**config.mk**
```make
export PLATFORM = sky130hd
export DESIGN_NAME = ordered_list_append_delete
export DESIGN_NICKNAME = d
export VERILOG_FILES = /design/src/design/olad_pkg.sv /design/src/design/olad_cell.sv /design/src/design/ordered_list_append_delete.sv
export VERILOG_INCLUDE_DIRS = /design/src /design/src/design
export SDC_FILE = /design/constraint.sdc
export NUM_CORES = 2
export LEC_CHECK = 0
export ABC_AREA = 1
export BUFFER_PORTS_ARGS = -buffer_cell sky130_fd_sc_hd__buf_2
export CORE_MARGIN = 5
export CORE_UTILIZATION = 55
export CTS_CLUSTER_SIZE = 30
export DETAILED_ROUTE_END_ITERATION = 10
export GPL_ROUTABILITY_DRIVEN = 1
export HOLD_SLACK_MARGIN = 0.03
export PLACE_DENSITY = 0.71
export SYNTH_ARGS = -nofsm -noshare
export SYNTH_HDL_FRONTEND = slang
export SYNTH_SLANG_ARGS = --single-unit
```
**constraint.sdc**
```tcl
create_clock -name clk_i -period 5.15 [get_ports clk_i]
set_clock_uncertainty 0.05 [all_clocks]
set_input_delay 0.2575 -clock clk_i [delete_from_list [all_inputs] [get_ports clk_i]]
set_output_delay 0.2575 -clock clk_i [all_outputs]
set_load 0.005 [all_outputs]
```
**src/design/ordered_list_append_delete_assert.svh**
```systemverilog
// assertion macros for the ordered list block
`ifndef ORDERED_LIST_APPEND_DELETE_ASSERT_SVH
`define ORDERED_LIST_APPEND_DELETE_ASSERT_SVH

`ifndef ASSERT_OFF
// property holds at every clock edge outside reset
`define OLAD_ASSERT(lbl, clk, rstn, prop, msg) \
  lbl: assert property (@(posedge clk) disable iff (!rstn) prop) else $error(msg);
// condition never seen at a clock edge outside reset
`define OLAD_ASSERT_NEVER(lbl, clk, rstn, prop, msg) \
  lbl: assert property (@(posedge clk) disable iff (!rstn) !(prop)) else $error(msg);
`else
`define OLAD_ASSERT(lbl, clk, rstn, prop, msg)
`define OLAD_ASSERT_NEVER(lbl, clk, rstn, prop, msg)
`endif

`endif

```
**src/design/olad_pkg.sv**
```systemverilog
// shared types and codes of the ordered list block
package olad_pkg;

  localparam int DATA_W   = 32;
  localparam int COUNT_OW = 5;

  localparam logic [1:0] OP_APPEND = 2'd0;
  localparam logic [1:0] OP_DELETE = 2'd1;
  localparam logic [1:0] OP_DUMP   = 2'd2;

  localparam logic [1:0] STAT_OK       = 2'd0;
  localparam logic [1:0] STAT_FULL     = 2'd1;
  localparam logic [1:0] STAT_NOTFOUND = 2'd2;
  localparam logic [1:0] STAT_EMPTY    = 2'd3;

  // command broadcast to every cell
  typedef struct packed {
    logic              append;
    logic              cmp;
    logic              del;
    logic              rot;
    logic [DATA_W-1:0] wdata;
  } olad_cmd_t;

  // where a cell stands relative to the current fill
  typedef struct packed {
    logic in_use;
    logic tail_slot;
    logic last_used;
  } olad_pos_t;

endpackage

```
**src/design/olad_cell.sv**
```systemverilog
// one list slot: holds an entry, compares, and takes its neighbor's entry on shift
module olad_cell (
  input  logic                           clk_i,
  input  olad_pkg::olad_cmd_t            cmd_i,
  input  olad_pkg::olad_pos_t            pos_i,
  input  logic [olad_pkg::DATA_W-1:0]    next_i,
  input  logic [olad_pkg::DATA_W-1:0]    head_i,
  input  logic                           hit_i,
  output logic [olad_pkg::DATA_W-1:0]    val_o,
  output logic                           hit_o
);

  logic [olad_pkg::DATA_W-1:0] val_q;
  logic                        match_q;

  // a hit here or in any earlier slot moves this slot up by one
  assign hit_o = hit_i | match_q;
  assign val_o = val_q;

  always_ff @(posedge clk_i) begin
    if (cmd_i.cmp) begin
      match_q <= pos_i.in_use & (val_q == cmd_i.wdata);
    end
  end

  always_ff @(posedge clk_i) begin
    if (cmd_i.append && pos_i.tail_slot) begin
      val_q <= cmd_i.wdata;
    end else if (cmd_i.del && hit_o && pos_i.in_use && !pos_i.last_used) begin
      val_q <= next_i;
    end else if (cmd_i.rot && pos_i.in_use) begin
      // rotate the used part of the row: tail slot wraps to the head entry
      val_q <= pos_i.last_used ? head_i : next_i;
    end
  end

endmodule

```
**src/design/ordered_list_append_delete.sv**
```systemverilog
// top level of the ordered list block: a row of slot cells plus the operation sequencer
// append, unused opcode and empty dump: a single beat in the cycle after start, next start at once
// delete: compare on start, then shift in the delete state; result registered from it, next start once back in idle
// dump: one entry a cycle from the head as the row rotates, the first registered from the dump state after start
// reset clears fill count, sequencer and result strobe; slots hold garbage until written
// results are single-cycle beats on result_valid_o, cannot be stalled; busy holds through the dump
`include "ordered_list_append_delete_assert.svh"

module ordered_list_append_delete #(
  parameter int CAPACITY = 16
) (
  input  logic                                 clk_i,
  input  logic                                 rst_ni,
  input  logic                                 start,
  output logic                                 busy,
  input  logic [1:0]                           opcode_i,
  input  logic signed [olad_pkg::DATA_W-1:0]   value_i,
  output logic                                 result_valid_o,
  output logic [1:0]                           status_o,
  output logic signed [olad_pkg::DATA_W-1:0]   entry_value_o,
  output logic                                 is_last_o,
  output logic [olad_pkg::COUNT_OW-1:0]        entry_count_o
);

  localparam int CW = $clog2(CAPACITY + 1);

  // sequencer states
  localparam logic [1:0] ST_IDLE = 2'd0;
  localparam logic [1:0] ST_DEL  = 2'd1;
  localparam logic [1:0] ST_DUMP = 2'd2;

  logic [1:0]    state_q, state_d;
  logic [CW-1:0] count_q, count_d;
  logic [CW-1:0] idx_q, idx_d;

  // result beat register
  logic                          valid_q, valid_d;
  logic [1:0]                    status_q, status_d;
  logic [olad_pkg::DATA_W-1:0]   evalue_q, evalue_d;
  logic                          last_q, last_d;
  logic [CW-1:0]                 ocount_q, ocount_d;

  logic                accept;
  logic                full;
  logic                found;
  logic                dump_last;
  olad_pkg::olad_cmd_t cmd;

  logic [olad_pkg::DATA_W-1:0] vals [CAPACITY];
  logic                        hits [CAPACITY+1];

  assign busy   = (state_q != ST_IDLE);
  assign accept = start & ~busy;
  assign full   = (count_q == CW'(CAPACITY));
  assign found  = hits[CAPACITY];
  // current dump beat is the tail entry
  assign dump_last = (CW'(idx_q + CW'(1)) == count_q);

  // broadcast command to the cell row
  always_comb begin
    cmd.append = accept & (opcode_i == olad_pkg::OP_APPEND) & ~full;
    cmd.cmp    = accept & (opcode_i == olad_pkg::OP_DELETE);
    cmd.del    = (state_q == ST_DEL) & found;
    cmd.rot    = (state_q == ST_DUMP);
    cmd.wdata  = value_i;
  end

  // the cell row; no slot before the head, so the hit chain starts clear
  assign hits[0] = 1'b0;

  for (genvar i = 0; i < CAPACITY; i++) begin : g_cell
    olad_pkg::olad_pos_t         pos;
    logic [olad_pkg::DATA_W-1:0] nxt;

    assign pos.in_use    = (CW'(i) < count_q);
    assign pos.tail_slot = (count_q == CW'(i));
    assign pos.last_used = (count_q == CW'(i + 1));

    // the last slot has no neighbor behind it
    if (i == CAPACITY - 1) begin : g_end
      assign nxt = vals[i];
    end else begin : g_mid
      assign nxt = vals[i+1];
    end

    olad_cell u_cell (
      .clk_i  (clk_i),
      .cmd_i  (cmd),
      .pos_i  (pos),
      .next_i (nxt),
      .head_i (vals[0]),
      .hit_i  (hits[i]),
      .val_o  (vals[i]),
      .hit_o  (hits[i+1])
    );
  end

  // sequencer and result beat
  always_comb begin
    state_d  = state_q;
    count_d  = count_q;
    idx_d    = idx_q;
    valid_d  = 1'b0;
    status_d = olad_pkg::STAT_OK;
    evalue_d = '0;
    last_d   = 1'b1;
    ocount_d = count_q;

    case (state_q)
      ST_IDLE: begin
        if (accept) begin
          case (opcode_i)
            olad_pkg::OP_APPEND: begin
              valid_d = 1'b1;
              if (full) begin
                status_d = olad_pkg::STAT_FULL;
              end else begin
                count_d  = CW'(count_q + CW'(1));
                ocount_d = count_d;
              end
            end
            olad_pkg::OP_DELETE: begin
              // slots latch their match bits this edge
              state_d = ST_DEL;
            end
            olad_pkg::OP_DUMP: begin
              if (count_q == '0) begin
                valid_d  = 1'b1;
                status_d = olad_pkg::STAT_EMPTY;
              end else begin
                state_d = ST_DUMP;
                idx_d   = '0;
              end
            end
            default: begin
              // unused opcode: plain ok beat
              valid_d = 1'b1;
            end
          endcase
        end
      end
      ST_DEL: begin
        valid_d = 1'b1;
        state_d = ST_IDLE;
        if (found) begin
          count_d  = CW'(count_q - CW'(1));
          ocount_d = count_d;
        end else begin
          status_d = olad_pkg::STAT_NOTFOUND;
        end
      end
      ST_DUMP: begin
        // head slot is emitted while the row rotates one place
        valid_d  = 1'b1;
        evalue_d = vals[0];
        last_d   = dump_last;
        if (dump_last) begin
          state_d = ST_IDLE;
          idx_d   = '0;
        end else begin
          idx_d = CW'(idx_q + CW'(1));
        end
      end
      default: begin
        state_d = ST_IDLE;
      end
    endcase
  end

  always_ff @(posedge clk_i or negedge rst_ni) begin
    if (!rst_ni) begin
      state_q <= ST_IDLE;
      count_q <= '0;
      idx_q   <= '0;
      valid_q <= 1'b0;
    end else begin
      state_q <= state_d;
      count_q <= count_d;
      idx_q   <= idx_d;
      valid_q <= valid_d;
    end
  end

  always_ff @(posedge clk_i) begin
    status_q <= status_d;
    evalue_q <= evalue_d;
    last_q   <= last_d;
    ocount_q <= ocount_d;
  end

  assign result_valid_o = valid_q;
  assign status_o       = status_q;
  assign entry_value_o  = evalue_q;
  assign is_last_o      = last_q;
  assign entry_count_o  = olad_pkg::COUNT_OW'(ocount_q);

  `OLAD_ASSERT(a_count_bound, clk_i, rst_ni, count_q <= CW'(CAPACITY), "fill count above capacity")
  `OLAD_ASSERT(a_append_grows, clk_i, rst_ni, (accept && opcode_i == olad_pkg::OP_APPEND && !full) |=> (count_q == CW'($past(count_q) + CW'(1))), "append did not grow the list")
  `OLAD_ASSERT(a_dump_streams, clk_i, rst_ni, (state_q == ST_DUMP) |=> result_valid_o, "dump cycle without a result beat")
  `OLAD_ASSERT(a_miss_keeps, clk_i, rst_ni, (state_q == ST_DEL && !found) |=> (count_q == $past(count_q) && status_o == olad_pkg::STAT_NOTFOUND), "missed delete changed the list")
  `OLAD_ASSERT_NEVER(a_busy_idle_beat, clk_i, rst_ni, state_q == ST_DEL && $past(state_q) == ST_DEL, "delete compare stuck")

endmodule
```
==> metrics.sh <==
FINAL_COMMON_CELL='sky130_fd_sc_hd__nand2_1'
SYNTH_EDF_COUNT=528
FIRST_GLOBAL_VIAS=28200
TIMING.FINAL.CRIT_PERIOD_NS=3.67
CRITICAL_PATH.MOST_COMMON_CELL='sky130_fd_sc_hd__nor2_1'
CLK_TRANSITION_REPORTED_PATHS_NS=0.05
TRITONCTS='built'
WORST-ENDPOINT-ARRIVAL_NS=3.67
FRACTION_OF_REGISTERS_WITH_ASYNC_SET_OR_RESET_AFTER_SYNTHESIS=0.0224
SYNTHDISTINCTLIBCELLS=55
YS_WARN_COUNT=0
POWER_mW=23.0
WORST_SLEW_MARGIN_REL=0.136
CTS-HOLD-FIX-BUFFERS=7
FINAL-INSTANCE-COUNT-EXCL-FILL=4616
DRT-INITIAL-DRC-COUNT=5442
CAP_VIOLATIONS=0
MET1_LENGTH_MM=47.3
ROUTED_VIA_DENSITY=6.78
GRT_PASS1_WL_MM=195
AREA.SEQUENTIAL_UM2=17000
DETAIL_ROUTE.DRC_VIOLATIONS=0
DR.PASS1.ITERS=9
TIMING.CRITICAL_PATH.SLOWEST_CELL_DELAY_NS=0.75
POWER.LEAKAGE_nW=13.2
CLOCK_BUFFER_COUNT_FROM_CTS=68
POST_CTS_RESIZE_COUNT=0
VIA_COUNT=31300
CRITICAL_PATH.STARTPOINT_TYPE='flop'
MULTIINPUTGATEAREA_UM2=15200
HOLD_PATH_CLASS='primary input to flop'
POST_SYNTHESIS_CELL_AREA_UM2=34500
CLOCK_LATENCY_NS=0.63
SYNTH.AVG_CELL_AREA_UM2=8.95
GRT_SETUP_UNREPAIRED='false'
FINAL_LAYOUT_SIZE_SUFFIX_GT1_FRAC=0.110
CTS.PATH.MAX_BUFFERS=3
GRT_ANTENNA_BEFORE_REPAIR=2
CTS.SINK_COUNT=581
INITIAL_UTILIZATION=0.556
NNETSFINAL=3772
CRITICAL_PATH.MAX_FANOUT=32
SYN_TO_FINAL_GROWTH_PCT=8.47
CELLPOWERDENSITY_nW_PER_UM2=615
PERIOD_SHARE=0.712
TOP_LAYER='met5'
SYNTH.TOP_CELLS.BY_AREA='sky130_fd_sc_hd__edfxtp_1 46%, sky130_fd_sc_hd__o21ai_0 8.1%, sky130_fd_sc_hd__nand2_1 8.0%, sky130_fd_sc_hd__o211ai_1 6.3%, sky130_fd_sc_hd__xnor2_1 4.8%'
DIE_WIDTH_UM=260
R2R_END='g_cell[1].u_cell.val_o[2]'
SYN-NUM-NETS=3900
MET2ROUTEDLENGTH_MM=56.5
AREA_OF_THE_CORE_UM2=61900
DETAILROUTE.WIRELENGTH.MET3_MM=20.2
CLOCK_H_TREE_LEVELS=3
SYNTH-SEQ-CELLS=581
MIN_TO='result_valid_o'
CPMAXSTAGEDELAYCELL='sky130_fd_sc_hd__nand3_2'
CTS-ROOT-BUF='sky130_fd_sc_hd__clkbuf_16'
VDD_DROP_MAX_uV=335
DIE_AREA_UM2=67800
ROUTED_WL_MM=137
TIMING_HOLD_VIOLATIONS_FINAL=0
LAYOUT_COMMON_CELLS='722 x sky130_fd_sc_hd__nand2_1, 555 x sky130_fd_sc_hd__o21ai_0, 528 x sky130_fd_sc_hd__edfxtp_1, 291 x sky130_fd_sc_hd__o211ai_1, 211 x sky130_fd_sc_hd__nor2_1'
YS.FLOP_TYPE='sky130_fd_sc_hd__edfxtp_1'
CP_DATA_REQUIRED_TIME_NS=5.15
SYN_INST=3853
DETAILEDPLACEMENTHPWL_MM=95.7
WIRE_PER_INST_UM=29.7
RUN_STATUS='complete, no violations'
YS_SEQ_AREA_FRAC=0.493
FINALSETUPVIOLATIONS=0
PIN_COUNT_OF_THE_BIGGEST_NET_ENTERING_GLOBAL_ROUTING=67
PORT-BUFFER-COUNT=78
ENDPOINT_KIND='flop'
FINALHOLDWORSTSLACK_NS=0.0862
HOLD_PATH_STARTPOINT='opcode_i[1]'
WORSTSETUPPATHTYPE='flop to flop'
SETUP.REG_TO_REG.WORST_SLACK_NS=1.48
POST-SYNTH-TOP-AREA-CELL='sky130_fd_sc_hd__edfxtp_1'
TIMING.REG2REG.WORST_PATH_DEPTH=8
HOLD-PATH-CELL-COUNT=5
FINAL_ANTENNA_NET_COUNT=0
YOSYSTOPAREACELLSHARE=0.460
WORST_R2R_STARTPOINT='count_q[4]'
GLOBALPLACE.CONGESTION=1.01
FIN_TNS_SETUP_NS=0
ROWS=91
GROUTE.USAGE.OVERALL=0.395
DP_CELLS=4485
WORST_SLEW_PIN_SLEW_NS=1.30
LAYOUT.CORE_UTILIZATION=0.604
CRIT_PATH_CELL_TRACE='nor2_4 > inv_1 > nor2_1 > inv_1 > nor2_1 > nor2_1 > nand2_1 > nand3_2'
DIE-HEIGHT_UM=260
GLOBALROUTEOVERFLOWTOTAL=0
MAXSLEWVIOLCOUNT=0
NFILLCELLS=5372
FMAXACHIEVABLE_GHz=0.273
BOUNDARYPINS=79
POST-CTS-SETUP-BUFFER-COUNT=0
==> layer usage <==
| layer | vias up | track usage |
|---|---|---|
| li1 | 13500 | - |
| met1 | 14500 | 0.516 |
| met2 | 2715 | 0.567 |
| met3 | 582 | 0.0991 |
| met4 | 2 | 0.298 |
| met5 | - | 0 |
==> where the power goes <==
| group | internal [mW] | total [mW] | switching, mW |
|---|---|---|---|
| Sequential | 8.18 | 10.0 | 1.85 |
| Clock | 2.76 | 4.81 | 2.05 |
| Combinational | 2.71 | 8.16 | 5.45 |
==> per-stage QoR <==
| stage | cell area, um^2 | setup slack (ns) |
|---|---|---|
| global route | 37400 | 1.33 |
| finish | 37400 | 1.48 |
| global placement | 35200 | 1.63 |
| detailed placement | 35200 | 1.60 |
| CTS | 37400 | 1.56 |
| floorplan | 34500 | 1.05 |
==> synth_stat cells (3+ instances only) <==
| cell | instances |
|---|---|
| sky130_fd_sc_hd__buf_1 | 31 |
| sky130_fd_sc_hd__edfxtp_1 | 528 |
| sky130_fd_sc_hd__a21oi_1 | 45 |
| sky130_fd_sc_hd__a2111oi_0 | 4 |
| sky130_fd_sc_hd__a211oi_1 | 3 |
| sky130_fd_sc_hd__or2_2 | 73 |
| sky130_fd_sc_hd__inv_1 | 173 |
| sky130_fd_sc_hd__nand4_2 | 3 |
| sky130_fd_sc_hd__o211ai_1 | 291 |
| sky130_fd_sc_hd__clkinv_1 | 25 |
| sky130_fd_sc_hd__nand3_1 | 57 |
| sky130_fd_sc_hd__xnor2_1 | 189 |
| sky130_fd_sc_hd__nand2_1 | 736 |
| sky130_fd_sc_hd__buf_6 | 3 |
| sky130_fd_sc_hd__o21ai_0 | 557 |
| sky130_fd_sc_hd__dfrtp_1 | 13 |
| sky130_fd_sc_hd__clkbuf_1 | 217 |
| sky130_fd_sc_hd__buf_4 | 17 |
| sky130_fd_sc_hd__o2111ai_1 | 4 |
| sky130_fd_sc_hd__ha_1 | 10 |
| sky130_fd_sc_hd__nor2_1 | 219 |
| sky130_fd_sc_hd__o22ai_1 | 181 |
| sky130_fd_sc_hd__nor3_1 | 6 |
| sky130_fd_sc_hd__nand4_1 | 46 |
| sky130_fd_sc_hd__nor4_1 | 46 |
| sky130_fd_sc_hd__or3b_2 | 3 |
| sky130_fd_sc_hd__buf_2 | 120 |
| sky130_fd_sc_hd__xor2_1 | 96 |
| sky130_fd_sc_hd__nor4b_1 | 5 |
| sky130_fd_sc_hd__a221oi_1 | 53 |
| sky130_fd_sc_hd__nor2_2 | 4 |
| sky130_fd_sc_hd__nor2_4 | 5 |
| sky130_fd_sc_hd__o21ai_1 | 6 |
| sky130_fd_sc_hd__a22o_1 | 17 |
| sky130_fd_sc_hd__dfxtp_1 | 40 |
| sky130_fd_sc_hd__nand3_2 | 3 |
==> worst max-delay path, delay by kind of cell, from the launching register on <==
family / cells / cell delay, ns
DFF: 1 / 0.66
and+or+nand+nor: 6 / 2.03
buffers and inverters: 2 / 0.32
==> cell type report <==
class,count,share of cell area
Antenna cell,1,0.0000669
Clock buffer,100,0.0540
Clock inverter,23,0.00361
Inverter,200,0.0201
Multi-Input combinational cell,2682,0.406
Sequential cell,581,0.454
Tap cell,837,0.0280
Timing Repair Buffer,192,0.0338
==> how the worst max path moves through the flow <==
stage,cells past startpoint,startpoint,end,slack [ns]
after floorplan,10,count_q[0],g_cell[13].u_cell.val_o[0],1.05
after global placement,8,count_q[4],g_cell[1].u_cell.val_o[8],1.63
after detailed placement,8,count_q[4],g_cell[1].u_cell.val_o[8],1.60
after CTS,8,count_q[4],g_cell[1].u_cell.val_o[9],1.56
after global routing,8,count_q[4],g_cell[0].u_cell.val_o[10],1.33
final,8,count_q[4],g_cell[1].u_cell.val_o[2],1.48
==> cell families after synthesis <==
kind of cell             count (synthesis)  synth area share
buffers and inverters                  590            0.0712
AND/OR/NAND/NOR                       1217             0.153
multiplexers                             1          0.000290
flip-flops                             581             0.493
XOR/XNOR                               285            0.0724
AO/OA/AOI/OAI                         1169             0.207
adder cells (fa/ha/maj)                 10           0.00363
==> state kept, by name (all words and copies together) (netlist names) <==
register and cells:
state_q 2, result_valid_o 1, g_cell.u_cell.val_o 512, status_o 2, idx_q 5, entry_value_o 32, g_cell.u_cell.match_q 16, is_last_o 1
count_q 5, entry_count_o 5
Power figures use the tool's default switching activity.
